File: src/rtl/apf_pkg.sv
// Shared types and constants for the addressed packet framer.
package apf_pkg;

    localparam int BYTE_W = 8;

    localparam logic [BYTE_W-1:0] START_BYTE   = 8'hFF;
    localparam logic [BYTE_W-1:0] END_BYTE     = 8'h00;
    localparam logic [BYTE_W-1:0] HOST_ADDRESS = 8'h00;
    localparam logic [BYTE_W-1:0] RESET_OWN_ADDRESS   = 8'd251;
    localparam logic [BYTE_W-1:0] RESET_BCAST_ADDRESS = 8'd254;

    // configuration register indexes
    localparam int CFG_IDX_W = 1;
    localparam logic [CFG_IDX_W-1:0] CFG_OWN_ADDRESS   = 1'b0;
    localparam logic [CFG_IDX_W-1:0] CFG_BCAST_ADDRESS = 1'b1;

    // operation codes on the input side
    localparam logic OP_RX   = 1'b0;
    localparam logic OP_SEND = 1'b1;

    // byte slots of an outgoing packet
    localparam int TX_IDX_W = 3;
    localparam logic [TX_IDX_W-1:0] TX_SLOT_START = 3'd0;
    localparam logic [TX_IDX_W-1:0] TX_SLOT_SRC   = 3'd1;
    localparam logic [TX_IDX_W-1:0] TX_SLOT_DST   = 3'd2;
    localparam logic [TX_IDX_W-1:0] TX_SLOT_CMD   = 3'd3;
    localparam logic [TX_IDX_W-1:0] TX_SLOT_VAL   = 3'd4;
    localparam logic [TX_IDX_W-1:0] TX_SLOT_END   = 3'd5;

    // job kind doubles as the result kind code
    typedef enum logic {
        JOB_PACKET = 1'b0,
        JOB_SEND   = 1'b1
    } t_job_kind;

    typedef struct packed {
        t_job_kind         kind;
        logic [BYTE_W-1:0] src;
        logic [BYTE_W-1:0] dst;
        logic [BYTE_W-1:0] cmd;
        logic [BYTE_W-1:0] val;
    } t_job;

    typedef enum logic [5:0] {
        POS_IDLE = 6'b000001,
        POS_SRC  = 6'b000010,
        POS_DST  = 6'b000100,
        POS_CMD  = 6'b001000,
        POS_PAY  = 6'b010000,
        POS_END  = 6'b100000
    } t_frame_pos;

endpackage

File: src/rtl/apf_front.sv
// Front end: receive framing state machine and classification of items into jobs.
module apf_front
    import apf_pkg::*;
(
    input  logic              i_clk,
    input  logic              i_rst_n,
    input  logic              i_accept,
    input  logic              i_operation,
    input  logic [BYTE_W-1:0] i_rx_byte,
    input  logic              i_line_error,
    input  logic [BYTE_W-1:0] i_send_command,
    input  logic [BYTE_W-1:0] i_send_value,
    input  logic [BYTE_W-1:0] i_own_address,
    input  logic [BYTE_W-1:0] i_bcast_address,
    output logic              o_job_push,
    output t_job              o_job
);

    t_frame_pos        r_pos, n_pos;
    logic [BYTE_W-1:0] r_src, r_dst, r_cmd, r_pay;
    logic              rx_data;
    logic              dst_match;

    // a receive byte that advances the frame (no error, not a start byte)
    assign rx_data   = i_accept && (i_operation == OP_RX) && !i_line_error
                       && (i_rx_byte != START_BYTE);
    assign dst_match = (r_dst == i_bcast_address) || (r_dst == i_own_address);

    always_comb begin
        n_pos      = r_pos;
        o_job_push = 1'b0;
        o_job      = '{kind: JOB_PACKET, src: r_src, dst: r_dst, cmd: r_cmd, val: r_pay};
        if (i_accept) begin
            if (i_operation == OP_SEND) begin
                o_job = '{kind: JOB_SEND, src: i_own_address, dst: HOST_ADDRESS,
                          cmd: i_send_command, val: i_send_value};
                o_job_push = (i_send_command != START_BYTE) && (i_send_value != START_BYTE);
            end else if (i_line_error) begin
                n_pos = POS_IDLE;
            end else if (i_rx_byte == START_BYTE) begin
                n_pos = POS_SRC;
            end else begin
                unique case (r_pos)
                    POS_SRC: n_pos = POS_DST;
                    POS_DST: n_pos = POS_CMD;
                    POS_CMD: n_pos = POS_PAY;
                    POS_PAY: n_pos = POS_END;
                    POS_END: begin
                        n_pos      = POS_IDLE;
                        o_job_push = (i_rx_byte == END_BYTE) && dst_match;
                    end
                    default: n_pos = POS_IDLE;
                endcase
            end
        end
    end

    always_ff @(posedge i_clk) begin
        if (!i_rst_n) begin
            r_pos <= POS_IDLE;
        end else begin
            r_pos <= n_pos;
        end
    end

    always_ff @(posedge i_clk) begin
        if (rx_data) begin
            unique case (r_pos)
                POS_SRC: r_src <= i_rx_byte;
                POS_DST: r_dst <= i_rx_byte;
                POS_CMD: r_cmd <= i_rx_byte;
                POS_PAY: r_pay <= i_rx_byte;
                default: ;
            endcase
        end
    end

endmodule

File: src/rtl/apf_queue.sv
// Short job queue between the front end and the back end.
module apf_queue
    import apf_pkg::*;
#(
    parameter int DEPTH = 4
) (
    input  logic i_clk,
    input  logic i_rst_n,
    input  logic i_push,
    input  t_job i_job,
    output logic o_full,
    input  logic i_pop,
    output t_job o_job,
    output logic o_empty
);

    localparam int AW = (DEPTH > 1) ? $clog2(DEPTH) : 1;
    localparam logic [AW-1:0] LAST_PTR  = AW'(DEPTH - 1);
    localparam logic [AW:0]   FULL_CNT  = (AW + 1)'(DEPTH);

    t_job          r_mem [DEPTH];
    logic [AW-1:0] r_wr_ptr, r_rd_ptr;
    logic [AW:0]   r_count;
    logic          do_push, do_pop;

    assign o_full  = (r_count == FULL_CNT);
    assign o_empty = (r_count == '0);
    assign o_job   = r_mem[r_rd_ptr];
    assign do_push = i_push && !o_full;
    assign do_pop  = i_pop && !o_empty;

    always_ff @(posedge i_clk) begin
        if (!i_rst_n) begin
            r_wr_ptr <= '0;
            r_rd_ptr <= '0;
            r_count  <= '0;
        end else begin
            if (do_push) begin
                r_wr_ptr <= (r_wr_ptr == LAST_PTR) ? '0 : r_wr_ptr + 1'b1;
            end
            if (do_pop) begin
                r_rd_ptr <= (r_rd_ptr == LAST_PTR) ? '0 : r_rd_ptr + 1'b1;
            end
            if (do_push && !do_pop) begin
                r_count <= r_count + 1'b1;
            end else if (do_pop && !do_push) begin
                r_count <= r_count - 1'b1;
            end
        end
    end

    always_ff @(posedge i_clk) begin
        if (do_push) begin
            r_mem[r_wr_ptr] <= i_job;
        end
    end

endmodule

File: src/rtl/apf_back.sv
// Back end: expands jobs into result transfers held in the output register.
module apf_back
    import apf_pkg::*;
(
    input  logic              i_clk,
    input  logic              i_rst_n,
    input  t_job              i_q_job,
    input  logic              i_q_empty,
    output logic              o_q_pop,
    input  logic              i_pop,
    output logic              o_empty,
    output logic              o_result_kind,
    output logic [BYTE_W-1:0] o_tx_byte,
    output logic [BYTE_W-1:0] o_src_address,
    output logic [BYTE_W-1:0] o_dst_address,
    output logic [BYTE_W-1:0] o_command,
    output logic [BYTE_W-1:0] o_payload,
    output logic              o_last
);

    t_job                r_job;
    logic                r_job_valid;
    logic [TX_IDX_W-1:0] r_idx;
    logic                r_out_valid;
    logic                r_kind;
    logic [BYTE_W-1:0]   r_tx, r_src, r_dst, r_cmd, r_pay;
    logic                r_last;
    logic                out_free, emit, job_done, is_packet;
    logic [BYTE_W-1:0]   tx_sel;

    assign is_packet = (r_job.kind == JOB_PACKET);
    assign out_free  = !r_out_valid || i_pop;
    assign emit      = r_job_valid && out_free;
    assign job_done  = emit && (is_packet || (r_idx == TX_SLOT_END));
    assign o_q_pop   = !i_q_empty && (!r_job_valid || job_done);

    always_comb begin
        unique case (r_idx)
            TX_SLOT_START: tx_sel = START_BYTE;
            TX_SLOT_SRC:   tx_sel = r_job.src;
            TX_SLOT_DST:   tx_sel = r_job.dst;
            TX_SLOT_CMD:   tx_sel = r_job.cmd;
            TX_SLOT_VAL:   tx_sel = r_job.val;
            TX_SLOT_END:   tx_sel = END_BYTE;
            default:       tx_sel = END_BYTE;
        endcase
    end

    always_ff @(posedge i_clk) begin
        if (!i_rst_n) begin
            r_job_valid <= 1'b0;
            r_idx       <= '0;
            r_out_valid <= 1'b0;
        end else begin
            if (o_q_pop) begin
                r_job_valid <= 1'b1;
                r_idx       <= TX_SLOT_START;
            end else if (job_done) begin
                r_job_valid <= 1'b0;
            end else if (emit) begin
                r_idx <= r_idx + 1'b1;
            end
            if (emit) begin
                r_out_valid <= 1'b1;
            end else if (i_pop) begin
                r_out_valid <= 1'b0;
            end
        end
    end

    always_ff @(posedge i_clk) begin
        if (o_q_pop) begin
            r_job <= i_q_job;
        end
        if (emit) begin
            r_kind <= r_job.kind;
            r_last <= job_done;
            if (is_packet) begin
                r_tx  <= '0;
                r_src <= r_job.src;
                r_dst <= r_job.dst;
                r_cmd <= r_job.cmd;
                r_pay <= r_job.val;
            end else begin
                r_tx  <= tx_sel;
                r_src <= '0;
                r_dst <= '0;
                r_cmd <= '0;
                r_pay <= '0;
            end
        end
    end

    assign o_empty       = !r_out_valid;
    assign o_result_kind = r_kind;
    assign o_tx_byte     = r_tx;
    assign o_src_address = r_src;
    assign o_dst_address = r_dst;
    assign o_command     = r_cmd;
    assign o_payload     = r_pay;
    assign o_last        = r_last;

endmodule

File: src/rtl/addressed_packet_framer.sv
// Addressed packet framer top level: config registers, front end, job queue, back end.
// An accepted item's job is held in the job queue, the back end's job register and the
// output register in turn. Throughput: one input item per cycle while the job queue
// has room; results leave one per cycle while popped; a send item yields six results.
// Reset (synchronous, active low) empties queue and output register, idles the framer
// and loads own address 251 and broadcast address 254; held packet bytes are not reset.
module addressed_packet_framer
    import apf_pkg::*;
#(
    parameter int QUEUE_DEPTH = 4
) (
    input  logic                 i_clk,
    input  logic                 i_rst_n,
    input  logic                 push,
    output logic                 full,
    input  logic                 i_operation,
    input  logic [BYTE_W-1:0]    i_rx_byte,
    input  logic                 i_line_error,
    input  logic [BYTE_W-1:0]    i_send_command,
    input  logic [BYTE_W-1:0]    i_send_value,
    output logic                 empty,
    input  logic                 pop,
    output logic                 o_result_kind,
    output logic [BYTE_W-1:0]    o_tx_byte,
    output logic [BYTE_W-1:0]    o_src_address,
    output logic [BYTE_W-1:0]    o_dst_address,
    output logic [BYTE_W-1:0]    o_command,
    output logic [BYTE_W-1:0]    o_payload,
    output logic                 o_last,
    input  logic                 i_cfg_valid,
    output logic                 o_cfg_ready,
    input  logic [CFG_IDX_W-1:0] i_cfg_index,
    input  logic [BYTE_W-1:0]    i_cfg_data
);

    logic [BYTE_W-1:0] r_own_address, r_bcast_address;
    logic              accept;
    logic              job_push, q_full, q_empty, q_pop;
    t_job              front_job, q_job;

    assign o_cfg_ready = 1'b1;
    assign full        = q_full;
    assign accept      = push && !q_full;

    always_ff @(posedge i_clk) begin
        if (!i_rst_n) begin
            r_own_address   <= RESET_OWN_ADDRESS;
            r_bcast_address <= RESET_BCAST_ADDRESS;
        end else if (i_cfg_valid && o_cfg_ready) begin
            unique case (i_cfg_index)
                CFG_OWN_ADDRESS:   r_own_address   <= i_cfg_data;
                CFG_BCAST_ADDRESS: r_bcast_address <= i_cfg_data;
                default: ;
            endcase
        end
    end

    apf_front u_front (
        .i_clk           (i_clk),
        .i_rst_n         (i_rst_n),
        .i_accept        (accept),
        .i_operation     (i_operation),
        .i_rx_byte       (i_rx_byte),
        .i_line_error    (i_line_error),
        .i_send_command  (i_send_command),
        .i_send_value    (i_send_value),
        .i_own_address   (r_own_address),
        .i_bcast_address (r_bcast_address),
        .o_job_push      (job_push),
        .o_job           (front_job)
    );

    apf_queue #(
        .DEPTH (QUEUE_DEPTH)
    ) u_queue (
        .i_clk   (i_clk),
        .i_rst_n (i_rst_n),
        .i_push  (job_push),
        .i_job   (front_job),
        .o_full  (q_full),
        .i_pop   (q_pop),
        .o_job   (q_job),
        .o_empty (q_empty)
    );

    apf_back u_back (
        .i_clk         (i_clk),
        .i_rst_n       (i_rst_n),
        .i_q_job       (q_job),
        .i_q_empty     (q_empty),
        .o_q_pop       (q_pop),
        .i_pop         (pop),
        .o_empty       (empty),
        .o_result_kind (o_result_kind),
        .o_tx_byte     (o_tx_byte),
        .o_src_address (o_src_address),
        .o_dst_address (o_dst_address),
        .o_command     (o_command),
        .o_payload     (o_payload),
        .o_last        (o_last)
    );

endmodule
File: config.mk
export PLATFORM = sky130hd
export DESIGN_NAME = addressed_packet_framer
export DESIGN_NICKNAME = d
export VERILOG_FILES = /design/src/rtl/apf_pkg.sv /design/src/rtl/apf_front.sv /design/src/rtl/apf_queue.sv /design/src/rtl/apf_back.sv /design/src/rtl/addressed_packet_framer.sv
export SDC_FILE = /design/constraint.sdc
export NUM_CORES = 1
export LEC_CHECK = 0
export BUFFER_PORTS_ARGS = -buffer_cell sky130_fd_sc_hd__buf_2
export CAP_MARGIN = 10
export CORE_ASPECT_RATIO = 0.9
export CORE_MARGIN = 2
export CORE_UTILIZATION = 54
export DETAILED_ROUTE_END_ITERATION = 6
export PLACE_DENSITY = 0.84
export RECOVER_POWER = 50
export SYNTH_ARGS = -nofsm -noshare
export SYNTH_HDL_FRONTEND = slang
export SYNTH_SLANG_ARGS = --single-unit
File: constraint.sdc
create_clock -name i_clk -period 3.1 [get_ports i_clk]
set_input_delay 0.465 -clock i_clk [delete_from_list [all_inputs] [get_ports i_clk]]
set_output_delay 0.465 -clock i_clk [all_outputs]
set_load 0.01 [all_outputs]
==> impl_metrics.ini <==
[timing]
fmax_mhz = 352
slew_headroom_pct = -34.2
hold_viol = 0
finalClockSkew_ns = 0.0177
period_share_pct = 91.8
rsz0062_at_grt = no
setup_viol = 0
setup_slack_ns = 0.255
period_minus_slack_ns = 2.84
finalMaxSlewViolations = 80
worst_pin_slew_ns = 2.01

[setup_path]
r2r_slack_ns = 0.26
cp.required_ns = 3.55
worstPathMaxFanout = 6
arrival_ns = 3.29
path_class = reg2reg
start_kind = flip-flop
endpoint_kind = flip-flop

[global_routing]
grtUsageTotal_pct = 19.8
grt_pass1_wl_um = 31800
overflow = 0
grt_max_degree = 44
grt_pass1_vias = 5754
antenna_found_initial = 0

[logic_synthesis]
synth_area_sq_mm = 0.0107
synth_area_per_cell_sq_um = 16.9
synth_cell_types = 44
synthCells = 631
ys_ff_latch = 273
synth_edf_count = 239
yosysSeqAreaShare_pct = 73.5
synthArstFlopShare_pct = 0
synthFlopType = edfxtp_1
ys_warn_count = 0
syn_nets = 683

[cells_and_area]
final_common_cell = edfxtp_1
finalNonFillerCells = 993
fillers = 1342
layout_common_cells = 239 x edfxtp_1, 59 x clkbuf_1, 43 x nand2_1
num-nets-final = 775
areaGrowthSynthToFinish_pct = 14.5
regArea_sq_mm = 0.00786
multiInputGateArea_sq_mm = 0.00265
antenna_cells = 0
post-route-util_pct = 63.4
layout-drive-gt1-share_pct = 19.0

[placement]
place_inst = 945
routabilityCongestion = 0.925
hpwl_um = 14000
pre_cts_slack_ns = 0.0831
io_buffers = 83

[drt]
drtIter0Drc = 514
first_pass_iters = 6
viasPerCell = 5.79
ant_nets = 0
wl_per_cell_um = 20.8
wirelength_um = 20600
vias = 5749
drc = 0

[power_and_ir_drop]
power_mw = 10.6
ir_drop_mv = 0.487
leakagePower_nw = 4.12
p_per_area_mw_per_mm2 = 865

[floorplan]
start_util_pct = 55.4
dieWidth_um = 152
num_rows = 48
core_sq_mm = 0.0193
die-area_sq_mm = 0.0209
io_pins = 85
die_h_um = 137

[clock_tree]
path_clk_slew_ns = 0.07
htreeDepth = 1
clk_path_buf_depth = 3
clock_latency_ns = 0.53
cts_buffers = 26
cts_tree = done
postCtsSetupBuffers = 0
cts.sinks = 273
root_buffer = clkbuf_16

[run]
cap_violations = 2

[status]
violations = max-capacitance violations, max-slew violations
status = finished with violations

[hold_path]
worstHoldPathType = in2reg
## worst paths after layout
check                     start                  to  cells past startpoint
max            u_front.r_pos[4]  u_queue.r_count[2]                     12
min               i_cfg_data[2]  r_bcast_address[2]                      3
max reg2reg    u_front.r_pos[4]  u_queue.r_count[2]                     12
min reg2reg  r_bcast_address[2]  r_bcast_address[2]                      2
## layout make-up
| class | count | area share [%] |
|---|---|---|
| Tap cell | 250 | 2.56 |
| Sequential cell | 273 | 64.3 |
| Timing Repair Buffer | 95 | 3.95 |
| Inverter | 15 | 0.460 |
| Multi-Input combinational cell | 312 | 21.6 |
| Clock buffer | 28 | 5.46 |
| Clock inverter | 20 | 1.68 |
## metrics by stage
step	instance area [sq um]	hold slack, ns	setup TNS (ns)
3_3_place_gp	11400	0.473	0
2_1_floorplan	10700	0.449	-26.93
5_1_grt	12200	0.173	0
3_5_place_dp	11400	0.481	0
6_report	12200	0.180	0
4_1_cts	12300	0.155	0
## worst max-delay path: stages, from the launching register on
cell and delay (ns):
dfxtp_1 0.38, nor4b_1 0.39, nand2_1 0.10, nor4_1 0.19, buf_4 0.17, a41oi_4 0.12, inv_1 0.11, ha_1 0.19
inv_1 0.08, fa_1 0.43, xor2_1 0.17, or3_1 0.31, a21oi_1 0.14
## cells in the mapped netlist, types with 2 or more instances
library cell,count,area (sq um)
edfxtp_1,239,7180
nand2_1,43,161
nor2b_1,41,257
dfxtp_1,34,681
mux4_2,33,743
mux2_2,24,270
and2_1,20,125
clkbuf_1,20,75.1
nor2_1,19,71.3
xnor2_1,18,158
a21oi_1,17,85.1
nand3_1,16,80.1
inv_1,15,56.3
o21ai_0,13,65.1
ha_1,11,138
nand4_1,11,68.8
a222oi_1,8,80.1
buf_2,5,25.0
mux2i_1,5,50.1
buf_4,3,22.5
nand3b_1,3,22.5
nor3_1,3,15.0
nor4_1,3,18.8
a21boi_0,2,15.0
buf_1,2,7.51
nand2b_1,2,12.5
nor4b_1,2,17.5
or3_1,2,12.5
xor2_1,2,17.5
## cells by family (layout without fill, tap and decap cells)
kind of cell	after synthesis	count (layout)	synth area share (%)
and+or+nand+nor	170	170	8.55
other	1	1	0.0351
xor gates and xnor gates	20	20	1.64
AOI/OAI and AO/OA	47	47	3.02
DFF	273	273	73.5
buffers and inverters	46	158	1.79
adders and majority gates	12	12	1.48
muxes	62	62	9.95
## sequential cells by signal (all words and copies together) (netlist names), 8 cells and up
register,flops
r_own_address,8
u_back.o_tx_byte,8
u_back.o_src_address,8
u_back.o_command,8
r_bcast_address,8
u_back.o_dst_address,8
u_front.r_cmd,8
u_front.r_dst,8
u_front.r_src,8
u_back.r_job,33
u_back.o_payload,8
u_queue.r_mem,132
u_front.r_pay,8
## layer usage
metal,GRT usage (%),share of wire (%),up-vias
li1,-,-,2579
met1,27.6,41,2815
met2,32.5,47,299
met3,3.43,8.3,56
met4,6.65,3.4,0
met5,0,0,-
## where the power goes
group          internal (mW)  leakage, nW  switching (mW)
sequential              4.92         2.49           0.327
clock                   1.89        0.439            1.29
combinational          0.906         1.19            1.25
total                   7.71         4.12            2.86
## what timing repair did
item                       4_1_cts  5_1_grt
setup endpoints to repair        0        1
resized for setup                0        1
hold buffers                     0        0
Power figures use the tool's default switching activity.
